$ cat config.mk
export PLATFORM = sky130hd
export DESIGN_NAME = sorted_insert_array_core_flat
export DESIGN_NICKNAME = d
export VERILOG_FILES = /design/src/hdl/sia_pkg.sv /design/src/hdl/sia_in_if.sv /design/src/hdl/sia_out_if.sv /design/src/hdl/sia_engine.sv /design/src/hdl/sorted_insert_array_core.sv /design/src/flat_wrapper.sv
export VERILOG_INCLUDE_DIRS = /design/src /design/src/hdl
export SDC_FILE = /design/constraint.sdc
export NUM_CORES = 2
export LEC_CHECK = 0
export BUFFER_PORTS_ARGS = -buffer_cell sky130_fd_sc_hd__buf_2
export CAP_MARGIN = 25
export CORE_MARGIN = 2
export CORE_UTILIZATION = 42
export CTS_CLUSTER_SIZE = 12
export DETAILED_ROUTE_END_ITERATION = 12
export GPL_ROUTABILITY_DRIVEN = 0
export SKIP_CTS_REPAIR_TIMING = 1
export SLEW_MARGIN = 0
export SYNTH_ARGS = -nofsm -noshare
export SYNTH_HDL_FRONTEND = slang
export SYNTH_SLANG_ARGS = --single-unit
$ cat constraint.sdc
create_clock -name clk_i -period 14.6 [get_ports clk_i]
set_clock_uncertainty 0.15 [all_clocks]
set_input_delay 2.92 -clock clk_i [delete_from_list [all_inputs] [get_ports clk_i]]
set_output_delay 2.92 -clock clk_i [all_outputs]
set_load 0.05 [all_outputs]
$ cat src/hdl/assert_macros.svh
// ---------------------------------------------------------------------------
// Assertion macros
// Shared concurrent assertion wrappers for the sorted insert table.
// ---------------------------------------------------------------------------
`ifndef ASSERT_MACROS_SVH
`define ASSERT_MACROS_SVH

// Check a property on a given clock, idle while the active-low reset is low.
`define ASSERT_AT(label, clk, rst_n, prop) \
  label: assert property (@(posedge clk) disable iff (!rst_n) (prop)) \
    else $error("assertion failed");

// Check a property on the block clock and reset.
`define ASSERT_STD(label, prop) \
  `ASSERT_AT(label, clk_i, rst_ni, prop)

`endif

$ cat src/hdl/sia_pkg.sv
// ---------------------------------------------------------------------------
// sia_pkg
// Types and constants shared by the sorted insert table modules.
// ---------------------------------------------------------------------------
package sia_pkg;

  // Defaults for the top level parameters
  localparam int CAPACITY_DEF    = 64;
  localparam int VALUE_WIDTH_DEF = 32;

  // Fixed field widths
  localparam int OPC_W      = 2;
  localparam int IDX_W      = 6;
  localparam int CNT_OUT_W  = 7;
  localparam int CAP_REG_W  = 7;
  localparam int CFG_IDX_W  = 1;
  localparam int CFG_DATA_W = 7;

  // Register reset values
  localparam logic [CAP_REG_W-1:0] CAP_RESET = 7'd64;

  // Register indexes
  localparam logic [CFG_IDX_W-1:0] CFG_CAPACITY = 1'b0;
  localparam logic [CFG_IDX_W-1:0] CFG_INS_EN   = 1'b1;

  // Operation codes
  typedef enum logic [OPC_W-1:0] {
    OP_INSERT = 2'd0,
    OP_REMOVE = 2'd1,
    OP_READ   = 2'd2
  } opcode_e;

  // Result status codes
  typedef enum logic [1:0] {
    ST_OK       = 2'd0,
    ST_FULL     = 2'd1,
    ST_RANGE    = 2'd2,
    ST_DISABLED = 2'd3
  } status_e;

  // Configuration seen by the engine
  typedef struct packed {
    logic [CAP_REG_W-1:0] capacity;
    logic                 insert_enabled;
  } cfg_t;

  // Status part of a result
  typedef struct packed {
    status_e              status;
    logic [CNT_OUT_W-1:0] entry_count;
  } res_meta_t;

endpackage

$ cat src/hdl/sia_in_if.sv
// ---------------------------------------------------------------------------
// sia_in_if
// Request channel: valid/ready handshake with opcode, value and index.
// ---------------------------------------------------------------------------
interface sia_in_if
  import sia_pkg::*;
#(
  parameter int VALUE_WIDTH = VALUE_WIDTH_DEF
) ();

  logic                   valid;
  logic                   ready;
  logic [OPC_W-1:0]       opcode;
  logic [VALUE_WIDTH-1:0] item_value;
  logic [IDX_W-1:0]       entry_index;

  modport source (output valid, output opcode, output item_value, output entry_index,
                  input ready);
  modport sink (input valid, input opcode, input item_value, input entry_index,
                output ready);

endinterface

$ cat src/hdl/sia_out_if.sv
// ---------------------------------------------------------------------------
// sia_out_if
// Result channel: valid/ready handshake with read value, status and count.
// ---------------------------------------------------------------------------
interface sia_out_if
  import sia_pkg::*;
#(
  parameter int VALUE_WIDTH = VALUE_WIDTH_DEF
) ();

  logic                   valid;
  logic                   ready;
  logic [VALUE_WIDTH-1:0] read_value;
  logic [1:0]             status;
  logic [CNT_OUT_W-1:0]   entry_count;

  modport source (output valid, output read_value, output status, output entry_count,
                  input ready);
  modport sink (input valid, input read_value, input status, input entry_count,
                output ready);

endinterface

$ cat src/hdl/sia_engine.sv
// ---------------------------------------------------------------------------
// sia_engine
// Sequencer around the entry memory: scans and shifts one entry per cycle.
// ---------------------------------------------------------------------------
`include "assert_macros.svh"

module sia_engine
  import sia_pkg::*;
#(
  parameter int CAPACITY    = CAPACITY_DEF,
  parameter int VALUE_WIDTH = VALUE_WIDTH_DEF
) (
  input  logic                   clk_i,
  input  logic                   rst_ni,
  sia_in_if.sink                 in_s,
  input  cfg_t                   cfg_i,
  output logic                   res_valid_o,
  input  logic                   res_ready_i,
  output logic [VALUE_WIDTH-1:0] res_value_o,
  output res_meta_t              res_meta_o
);

  localparam int AW  = $clog2(CAPACITY);
  localparam int CW  = $clog2(CAPACITY + 1);
  localparam int MW  = (CW > CAP_REG_W) ? CW : CAP_REG_W;
  localparam int WW  = ((MW > IDX_W) ? MW : IDX_W) + 1;

  typedef enum logic [2:0] {
    S_IDLE,
    S_INS,
    S_PUT,
    S_REM,
    S_RD,
    S_DONE
  } state_e;

  state_e                 state_q, state_d;
  logic [CW-1:0]          count_q, count_d;
  logic [AW-1:0]          k_q, k_d;
  logic [VALUE_WIDTH-1:0] val_q, val_d;
  logic [VALUE_WIDTH-1:0] rv_q, rv_d;
  status_e                status_q, status_d;

  logic [VALUE_WIDTH-1:0] mem_q [CAPACITY];
  logic [VALUE_WIDTH-1:0] rdata_q;
  logic                   we;
  logic [AW-1:0]          waddr;
  logic [VALUE_WIDTH-1:0] wdata;
  logic [AW-1:0]          raddr;

  logic [WW-1:0]          count_x;
  logic [WW-1:0]          cap_x;
  logic [WW-1:0]          limit_x;
  logic [WW-1:0]          idx_x;

  // Compare operands at a common width
  assign count_x = WW'(count_q);
  assign cap_x   = WW'(cfg_i.capacity);
  assign limit_x = (cap_x > WW'(CAPACITY)) ? WW'(CAPACITY) : cap_x;
  assign idx_x   = WW'(in_s.entry_index);

  // Sequence each operation; insert scans down from the top, remove walks up
  // from the index, moving entries down. The write trails the read by two
  // entries, so mid-scan the same entry is never read and written in one cycle.
  always_comb begin
    state_d  = state_q;
    count_d  = count_q;
    k_d      = k_q;
    val_d    = val_q;
    rv_d     = rv_q;
    status_d = status_q;
    we       = 1'b0;
    waddr    = k_q + AW'(1);
    wdata    = rdata_q;
    raddr    = '0;
    unique case (state_q)
      S_IDLE: begin
        if (in_s.valid) begin
          val_d    = in_s.item_value;
          rv_d     = '0;
          status_d = ST_OK;
          state_d  = S_DONE;
          case (in_s.opcode)
            OP_INSERT: begin
              if (!cfg_i.insert_enabled) begin
                status_d = ST_DISABLED;
              end else if (count_x >= limit_x) begin
                status_d = ST_FULL;
              end else if (count_q == '0) begin
                we      = 1'b1;
                waddr   = '0;
                wdata   = in_s.item_value;
                count_d = count_q + CW'(1);
              end else begin
                k_d     = AW'(count_q - CW'(1));
                raddr   = k_d;
                state_d = S_INS;
              end
            end
            OP_REMOVE: begin
              if (idx_x >= count_x) begin
                status_d = ST_RANGE;
              end else if (idx_x + WW'(1) == count_x) begin
                count_d = count_q - CW'(1);
              end else begin
                k_d     = AW'(in_s.entry_index);
                raddr   = k_d + AW'(1);
                state_d = S_REM;
              end
            end
            OP_READ: begin
              if (idx_x >= count_x) begin
                status_d = ST_RANGE;
              end else begin
                raddr   = AW'(in_s.entry_index);
                state_d = S_RD;
              end
            end
            default: ;
          endcase
        end
      end
      S_INS: begin
        we = 1'b1;
        if (rdata_q >= val_q) begin
          // Shift this entry up and keep scanning down
          waddr = k_q + AW'(1);
          wdata = rdata_q;
          if (k_q == '0) begin
            state_d = S_PUT;
          end else begin
            k_d   = k_q - AW'(1);
            raddr = k_d;
          end
        end else begin
          // Drop the new value just above the first smaller entry
          waddr   = k_q + AW'(1);
          wdata   = val_q;
          count_d = count_q + CW'(1);
          state_d = S_DONE;
        end
      end
      S_PUT: begin
        we      = 1'b1;
        waddr   = '0;
        wdata   = val_q;
        count_d = count_q + CW'(1);
        state_d = S_DONE;
      end
      S_REM: begin
        we    = 1'b1;
        waddr = k_q;
        wdata = rdata_q;
        if (WW'(k_q) + WW'(2) == count_x) begin
          count_d = count_q - CW'(1);
          state_d = S_DONE;
        end else begin
          k_d   = k_q + AW'(1);
          raddr = k_d + AW'(1);
        end
      end
      S_RD: begin
        rv_d    = rdata_q;
        state_d = S_DONE;
      end
      S_DONE: begin
        if (res_ready_i) begin
          state_d = S_IDLE;
        end
      end
      default: state_d = S_IDLE;
    endcase
  end

  // Hold state, count and the pending result
  always_ff @(posedge clk_i or negedge rst_ni) begin
    if (!rst_ni) begin
      state_q  <= S_IDLE;
      count_q  <= '0;
      k_q      <= '0;
      val_q    <= '0;
      rv_q     <= '0;
      status_q <= ST_OK;
    end else begin
      state_q  <= state_d;
      count_q  <= count_d;
      k_q      <= k_d;
      val_q    <= val_d;
      rv_q     <= rv_d;
      status_q <= status_d;
    end
  end

  // Entry memory: one write and one registered read per cycle
  always_ff @(posedge clk_i) begin
    if (we) begin
      mem_q[waddr] <= wdata;
    end
    rdata_q <= mem_q[raddr];
  end

  assign in_s.ready             = (state_q == S_IDLE);
  assign res_valid_o            = (state_q == S_DONE);
  assign res_value_o            = rv_q;
  assign res_meta_o.status      = status_q;
  assign res_meta_o.entry_count = CNT_OUT_W'(count_q);

  `ASSERT_STD(a_count_bound, count_q <= CW'(CAPACITY))
  `ASSERT_STD(a_put_grows, (state_q == S_PUT) |=> (count_q == $past(count_q) + CW'(1)))
  `ASSERT_STD(a_result_holds, (state_q == S_DONE && !res_ready_i) |=>
              (state_q == S_DONE && $stable(rv_q) && $stable(status_q)))
  `ASSERT_STD(a_no_overlap, (we && state_d == state_q &&
              (state_q == S_INS || state_q == S_REM)) |-> (waddr != raddr))

endmodule

$ cat src/hdl/sorted_insert_array_core.sv
// ---------------------------------------------------------------------------
// sorted_insert_array_core
// Sorted table of unsigned values with insert, remove at index and read.
// ---------------------------------------------------------------------------
//  Channel  Dir  Handshake      Payload
//  in_s     in   valid/ready    opcode, item_value, entry_index
//  out_s    out  valid/ready    read_value, status, entry_count
//  cfg      in   cfg_we_i only  cfg_idx_i, cfg_wdata_i
//
//  Rejected operations and opcode 3 go straight to the result; a read
//  passes the read state. Insert into an empty table writes at once;
//  else insert scans down, shifting up each entry not less than the
//  value, then writes the value. Remove shifts each entry above the index
//  down. Memory moves one entry per cycle via its single read and write port.
//  Reset clears the count and control registers; the memory is not cleared.
//  A stalled result waits in the output register while the next item runs.
// ---------------------------------------------------------------------------
module sorted_insert_array_core
  import sia_pkg::*;
#(
  parameter int CAPACITY    = CAPACITY_DEF,
  parameter int VALUE_WIDTH = VALUE_WIDTH_DEF
) (
  input  logic                  clk_i,
  input  logic                  rst_ni,
  sia_in_if.sink                in_s,
  sia_out_if.source             out_s,
  input  logic                  cfg_we_i,
  input  logic [CFG_IDX_W-1:0]  cfg_idx_i,
  input  logic [CFG_DATA_W-1:0] cfg_wdata_i
);

  cfg_t                   cfg_q;
  logic                   res_valid;
  logic                   res_ready;
  logic [VALUE_WIDTH-1:0] res_value;
  res_meta_t              res_meta;

  logic                   out_valid_q;
  logic [VALUE_WIDTH-1:0] out_value_q;
  res_meta_t              out_meta_q;

  // Write configuration registers
  always_ff @(posedge clk_i or negedge rst_ni) begin
    if (!rst_ni) begin
      cfg_q.capacity       <= CAP_RESET;
      cfg_q.insert_enabled <= 1'b1;
    end else if (cfg_we_i) begin
      unique case (cfg_idx_i)
        CFG_CAPACITY: cfg_q.capacity       <= CAP_REG_W'(cfg_wdata_i);
        CFG_INS_EN:   cfg_q.insert_enabled <= cfg_wdata_i[0];
        default: ;
      endcase
    end
  end

  sia_engine #(
    .CAPACITY    (CAPACITY),
    .VALUE_WIDTH (VALUE_WIDTH)
  ) u_engine (
    .clk_i       (clk_i),
    .rst_ni      (rst_ni),
    .in_s        (in_s),
    .cfg_i       (cfg_q),
    .res_valid_o (res_valid),
    .res_ready_i (res_ready),
    .res_value_o (res_value),
    .res_meta_o  (res_meta)
  );

  // Take a result when the output register is empty or being drained
  assign res_ready = !out_valid_q || out_s.ready;

  always_ff @(posedge clk_i or negedge rst_ni) begin
    if (!rst_ni) begin
      out_valid_q <= 1'b0;
    end else if (res_ready) begin
      out_valid_q <= res_valid;
    end
  end

  // Load the result payload
  always_ff @(posedge clk_i) begin
    if (res_ready && res_valid) begin
      out_value_q <= res_value;
      out_meta_q  <= res_meta;
    end
  end

  assign out_s.valid       = out_valid_q;
  assign out_s.read_value  = out_value_q;
  assign out_s.status      = out_meta_q.status;
  assign out_s.entry_count = out_meta_q.entry_count;

endmodule

$ cat src/flat_wrapper.sv
// flat-port wrapper written by rule: the top's interface ports become plain ports
module sorted_insert_array_core_flat import sia_pkg::*;
#(
  parameter int CAPACITY    = CAPACITY_DEF,
  parameter int VALUE_WIDTH = VALUE_WIDTH_DEF
)
  (clk_i, rst_ni, cfg_we_i, cfg_idx_i, cfg_wdata_i, in_s_valid, in_s_opcode, in_s_item_value, in_s_entry_index, in_s_ready, out_s_valid, out_s_read_value, out_s_status, out_s_entry_count, out_s_ready);
  sia_in_if #(.VALUE_WIDTH(VALUE_WIDTH)) in_s_i ();
  sia_out_if #(.VALUE_WIDTH(VALUE_WIDTH)) out_s_i ();
  input  logic clk_i;
  input  logic rst_ni;
  input  logic cfg_we_i;
  input  logic [CFG_IDX_W-1:0] cfg_idx_i;
  input  logic [CFG_DATA_W-1:0] cfg_wdata_i;
  input wire logic [$bits(in_s_i.valid)-1:0] in_s_valid;
  input wire logic [$bits(in_s_i.opcode)-1:0] in_s_opcode;
  input wire logic [$bits(in_s_i.item_value)-1:0] in_s_item_value;
  input wire logic [$bits(in_s_i.entry_index)-1:0] in_s_entry_index;
  output wire logic [$bits(in_s_i.ready)-1:0] in_s_ready;
  output wire logic [$bits(out_s_i.valid)-1:0] out_s_valid;
  output wire logic [$bits(out_s_i.read_value)-1:0] out_s_read_value;
  output wire logic [$bits(out_s_i.status)-1:0] out_s_status;
  output wire logic [$bits(out_s_i.entry_count)-1:0] out_s_entry_count;
  input wire logic [$bits(out_s_i.ready)-1:0] out_s_ready;
  assign in_s_i.valid = in_s_valid;
  assign in_s_i.opcode = in_s_opcode;
  assign in_s_i.item_value = in_s_item_value;
  assign in_s_i.entry_index = in_s_entry_index;
  assign in_s_ready = in_s_i.ready;
  assign out_s_valid = out_s_i.valid;
  assign out_s_read_value = out_s_i.read_value;
  assign out_s_status = out_s_i.status;
  assign out_s_entry_count = out_s_i.entry_count;
  assign out_s_i.ready = out_s_ready;
  sorted_insert_array_core #(.CAPACITY(CAPACITY), .VALUE_WIDTH(VALUE_WIDTH)) u_core (.clk_i(clk_i), .rst_ni(rst_ni), .in_s(in_s_i), .out_s(out_s_i), .cfg_we_i(cfg_we_i), .cfg_idx_i(cfg_idx_i), .cfg_wdata_i(cfg_wdata_i));
endmodule
Yosys cells after proc, flatten, opt, wreduce, memory -nomap -nowiden
Memories as Yosys holds them, arrays and structs flattened. A register that Yosys moved wholly into a read port is not among the register bits.
Index checks and enable logic that the tools add are counted.
W data, S select, Z words.
- $add $sub $neg: 8
- order comparisons: 4
- bitwise gates (word level): 1
- multiplexer cells: 74
- reductions and logical operators: 20
- eq/ne operators: 25
- operator list (kind ; count):
    $mux W32 ; 7
    $mux W6 ; 24
    $pmux W32 S3 ; 1
    $pmux W6 S3 ; 4
    $pmux W32 S2 ; 1
    $mux W7 ; 9
    $ge A32 B32 Y1 ; 1
    $mux W3 ; 10
    $pmux W7 S4 ; 1
    $ne A3 B3 Y1 const B ; 7
    $add A6 B1 Y6 const B ; 3
    $pmux W3 S5 ; 1
    $eq A7 B7 Y1 ; 2
    $ne A2 B2 Y1 const B ; 7
    $pmux W7 S2 ; 1
    $pmux W6 S2 ; 1
    $reduce_and A11 Y1 ; 1
    $reduce_and A10 Y1 ; 1
    $mux W1 ; 9
    $pmux W3 S3 ; 1
    $reduce_and A2 Y1 ; 4
    $add A6 B1 Y7 const B ; 1
    $add A6 B2 Y7 const B ; 1
    $add A7 B1 Y7 const B ; 1
    other kinds (29) ; 33
- word-level logic and storage cells: 145
- memory bits (writable): 2048
- input port bits: 53
- memories: 1
- flip-flop bits (word level): 132
- memory list (name ; words ; width ; read ports ; clocked after Yosys merged registers in ; write ports ; line ; source):
    u_core.u_engine.mem_q ; 64 ; 32 ; 1 ; 1 ; 1 ; sia_engine.sv:44 ; logic [VALUE_WIDTH-1:0] mem_q [CAPACITY];

Longest topological paths before layout
- depth after elaboration: 10
- mapped depth: 20

Hierarchy
From an unflattened synthesis, not the netlist that was laid out.
- cells, all modules: 6736
- area, all modules: 88771.4 µm²
- modules (own cells, without submodules) (module ; instances ; area each (µm²) ; cells each ; sequential area each (µm²)):
    sia_engine ; 1 ; 87148.6 ; 6672 ; 64191.6
    sorted_insert_array_core ; 1 ; 1622.8 ; 64 ; 1458.9

Least setup slack after synthesis
OpenSTA, ideal clock, no wires.
- kind: input -> register
- start: in in_s_opcode[0]
- end: mem u_core.u_engine.mem_q[0][11] (netlist bit) (data pin)
- arrival: 7.160 ns
- required time: 13.748 ns
- cell stages on the path: 10
- slack: 6.588 ns
- path through: inv_1 ha_1 clkbuf_1 nand3_1 or2_2 clkbuf_1 nor2_1 clkbuf_1 a22oi_1 o21ai_0
- word-level cells in the longest chain between the ends: 4
- RTL lines (element ; line ; source):
    from (decl) ; flat_wrapper.sv:16 ; input wire logic [$bits(in_s_i.opcode)-1:0] in_s_opcode;
    $logic_not A2 Y1 ; sia_engine.sv:83 ; case (in_s.opcode)
    $mux W32 ; sia_engine.sv:83 ;
    $mux W32 ; sia_engine.sv:78 ; if (in_s.valid) begin
    $pmux W32 S3 ; sia_engine.sv:76 ; unique case (state_q)
    net u_core.u_engine.wdata[11] ; sia_engine.sv:48 ; logic [VALUE_WIDTH-1:0] wdata;
    to (decl) ; sia_engine.sv:44 ;
The timed path passes the listed nets, and every way through them passes these cells.

Worst setup path in the final report
- start: in in_s_entry_index[0]
- end: reg u_core.u_engine.rdata_q[24], read port of u_core.u_engine.mem_q
- word-level cells in the longest chain between the ends: 7
- RTL lines (element ; line ; source):
    from (decl) ; flat_wrapper.sv:18 ; input wire logic [$bits(in_s_i.entry_index)-1:0] in_s_entry_index;
    $add A6 B1 Y7 ; sia_engine.sv:103 ; end else if (idx_x + WW'(1) == count_x) begin
    $eq A7 B7 Y1 ; sia_engine.sv:103 ;
    $mux W6 ; sia_engine.sv:103 ;
    $mux W6 ; sia_engine.sv:101 ; if (idx_x >= count_x) begin
    $pmux W6 S3 * ; sia_engine.sv:83 ;
    $mux W6 * ; sia_engine.sv:78 ;
    $pmux W6 S3 * ; sia_engine.sv:76 ;
    to (decl) ; sia_engine.sv:45 ; logic [VALUE_WIDTH-1:0] rdata_q;
Mark *: on every way between the ends. The rest lies on a longest branch, timed or not.
A chain may end at the register's enable or synchronous reset.

==> flow_metrics.tcl <==
set metrics [dict create \
    path_buf_inv 5 \
    crit_arrival_ps 9250 \
    worstSetupPathType "in -> reg" \
    slowest_delay_ps 860 \
    grt_max_degree 189 \
    status "finished clean" \
    grt_pass1_wl_um 401000 \
    fin_nets 6755 \
    synth_edf_count 2089 \
    path_cells "buf_2, inv_1, ha_1, nand2b_1, a211oi_1, o21ai_1, nor3_1, a221o_1, buf_4, a21o_4, buf_12, buf_4, mux2i_1, mux2i_1, a22oi_1, nand3_1, or4_1" \
    dieArea_um2 219000 \
    drv_slew 0 \
    synth_nets 6720 \
    netlist_instances 6608 \
    drc 0 \
    final_common_cell "edfxtp_1" \
    async_flop_share 0.0411 \
    worst_slew_pin_slew_ps 1370 \
    fmax_ghz 0.115 \
    synth-main-ff-cell "edfxtp_1" \
    drt_pass1_iterations 8 \
    cts_root_buf "clkbuf_16" \
    end_kind "flop" \
    antenna_found_initial 8 \
    finalCriticalPeriod_ps 8680 \
    power_density_nw_per_um2 238 \
    overflow 0 \
    wl_um 280000 \
    p_total_mw 24.2 \
    portBuffers 95 \
    syn_area_um2 90500 \
    synth_top_area_frac 0.693 \
    holdWs_ps 298 \
    clk_path_buf_depth 3 \
    routedWlPerCell_um 29.0 \
    grt_usage 0.251 \
    crit_slowest_cell "buf_4" \
    worstPathMaxFanout 110 \
    cts_tree "yes" \
    yosysTopAreaCell "edfxtp_1" \
    avgViaCountPerCell 6.08 \
    tns_ps 0 \
    hp-class "reg -> reg" \
    leakage_nw 34.0 \
    rows 170 \
    ys_seq_area_frac 0.725 \
    finalSetupViolCount 0 \
    design.core.area_um2 214000 \
    peakVddDrop_mv 0.237 \
    final_cell_mix "2089 x edfxtp_1, 1391 x nand2_1, 503 x nand3_1" \
    critPathLaunchType "input pin" \
    cp_top_family "buffers and inverters" \
    fin_crit_sh 0.595 \
    grt_pass1_vias 56200 \
    cts_max_level 4 \
    die_w_um 468 \
    clk_latency_ps 870 \
    start_util 0.422 \
    cts_sinks 2212 \
    numCtsBuffers 220 \
    dpl.hpwl_um 148000 \
    critPathRequiredTime_ps 15170 \
    synth.ff_latch_count 2212 \
    num_vias 58800 \
    dr.first_iter.drc_count 8301 \
    rsz0062_at_grt "false" \
    areaGrowthSynthToFinish_pct 12.4 \
    drive_gt1_frac 0.103 \
    path_clk_slew_ps 60 \
    synth_warnings 0 \
    syn_avg_cell_area_um2 13.7 \
    ant_nets 0 \
    die_h_um 468 \
    cap_violations 0 \
    io_pins 96 \
    maxSlewHeadroom 0.0888 \
    finalHoldViolCount 0 \
    synth_cell_types 81 \
    synth.top_cells.by_area "edfxtp_1 69%, nand2_1 5.8%, mux2i_1 3.6%" \
]
-- layer usage --
layer  track usage  vias up  share of wire
met5             0        -        0.00012
met4        0.0957        6          0.038
met3        0.0411      489          0.097
met2         0.400     3300           0.46
met1         0.345    29700           0.40
li1              -    25300              -
-- kinds of logic (layout without fill, tap and decap cells) --
group	count (synthesis)	after routing	synth area share
other cells	0	15	0
flops	2212	2212	0.725
mux	331	331	0.0367
fa+ha+maj	59	59	0.00815
compound gates	1034	1034	0.0880
xor+xnor	33	33	0.00336
simple gates	2248	2248	0.107
buf+inv	691	905	0.0316
-- state kept, by name, summed over array words and instances (netlist names), 2 cells and up --
register and flops:
u_core.u_engine.rdata_q 32, u_core.u_engine.res_value_o 32, u_core.u_engine.mem_q 2048, u_core.u_engine.status_q 2, u_core.out_s.entry_count 7, u_core.cfg_q 8
u_core.out_s.status 2, u_core.out_s.read_value 32, u_core.u_engine.k_q 6, u_core.u_engine.state_q 3, u_core.u_engine.val_q 32, u_core.u_engine.count_q 7
-- cells in the mapped netlist (all sizes together), types with 89 or more instances --
cell,n
a2111oi,315
a21oi,97
a311oi,104
a32oi,100
buf,184
clkbuf,280
dfrtp,89
edfxtp,2089
inv,227
mux2i,324
nand2,1391
nand3,504
nor2,143
o21ai,145
-- worst paths after layout --
path / startpoint / to / depth (start not counted) / slack [ps]
max: in_s_entry_index[0] / u_core.u_engine.rdata_q[24] / 17 / 5920
min in group asynchronous: rst_ni / u_core.u_engine.val_q[19] / 1 / 1830
max reg2reg: u_core.u_engine.rdata_q[27] / u_core.u_engine.rdata_q[29] / 15 / 7070
min: u_core.u_engine.status_q[0] / u_core.out_s.status[0] / 0 / 300
min reg2reg: u_core.u_engine.status_q[0] / u_core.out_s.status[0] / 0 / 300
max in group asynchronous: rst_ni / u_core.cfg_q[3] / 2 / 11240
-- area by class of cell --
| type | instances | area [um^2] |
|---|---|---|
| timing repair buffer | 277 | 2090 |
| tap | 2838 | 3550 |
| clock inverter | 44 | 385 |
| antenna | 15 | 37.5 |
| sequential | 2212 | 65700 |
| fill | 18600 | 113000 |
| clock buffer | 357 | 6300 |
| inverter | 227 | 852 |
| multi-input combinational | 3705 | 22900 |
-- through the flow --
step	util	cell area (um^2)	setup slack, ps	instances
2_1_floorplan	-	90500	6590	6608
3_3_place_gp	0.442	94800	5240	9250
3_5_place_dp	0.442	94900	5280	9253
4_1_cts	0.474	102000	6180	9654
5_1_grt	0.474	102000	5830	9670
6_report	0.474	102000	5920	9675
-- power breakdown --
group          internal (mW)  switching, mW  leakage [nW]  total [mW]
clock                   2.97           2.37          3.22        5.34
combinational           2.14           7.19          10.4        9.33
sequential              9.17          0.373          20.4        9.54
total                   14.3           9.93          34.0        24.2
(Power assumes the default switching activity.)
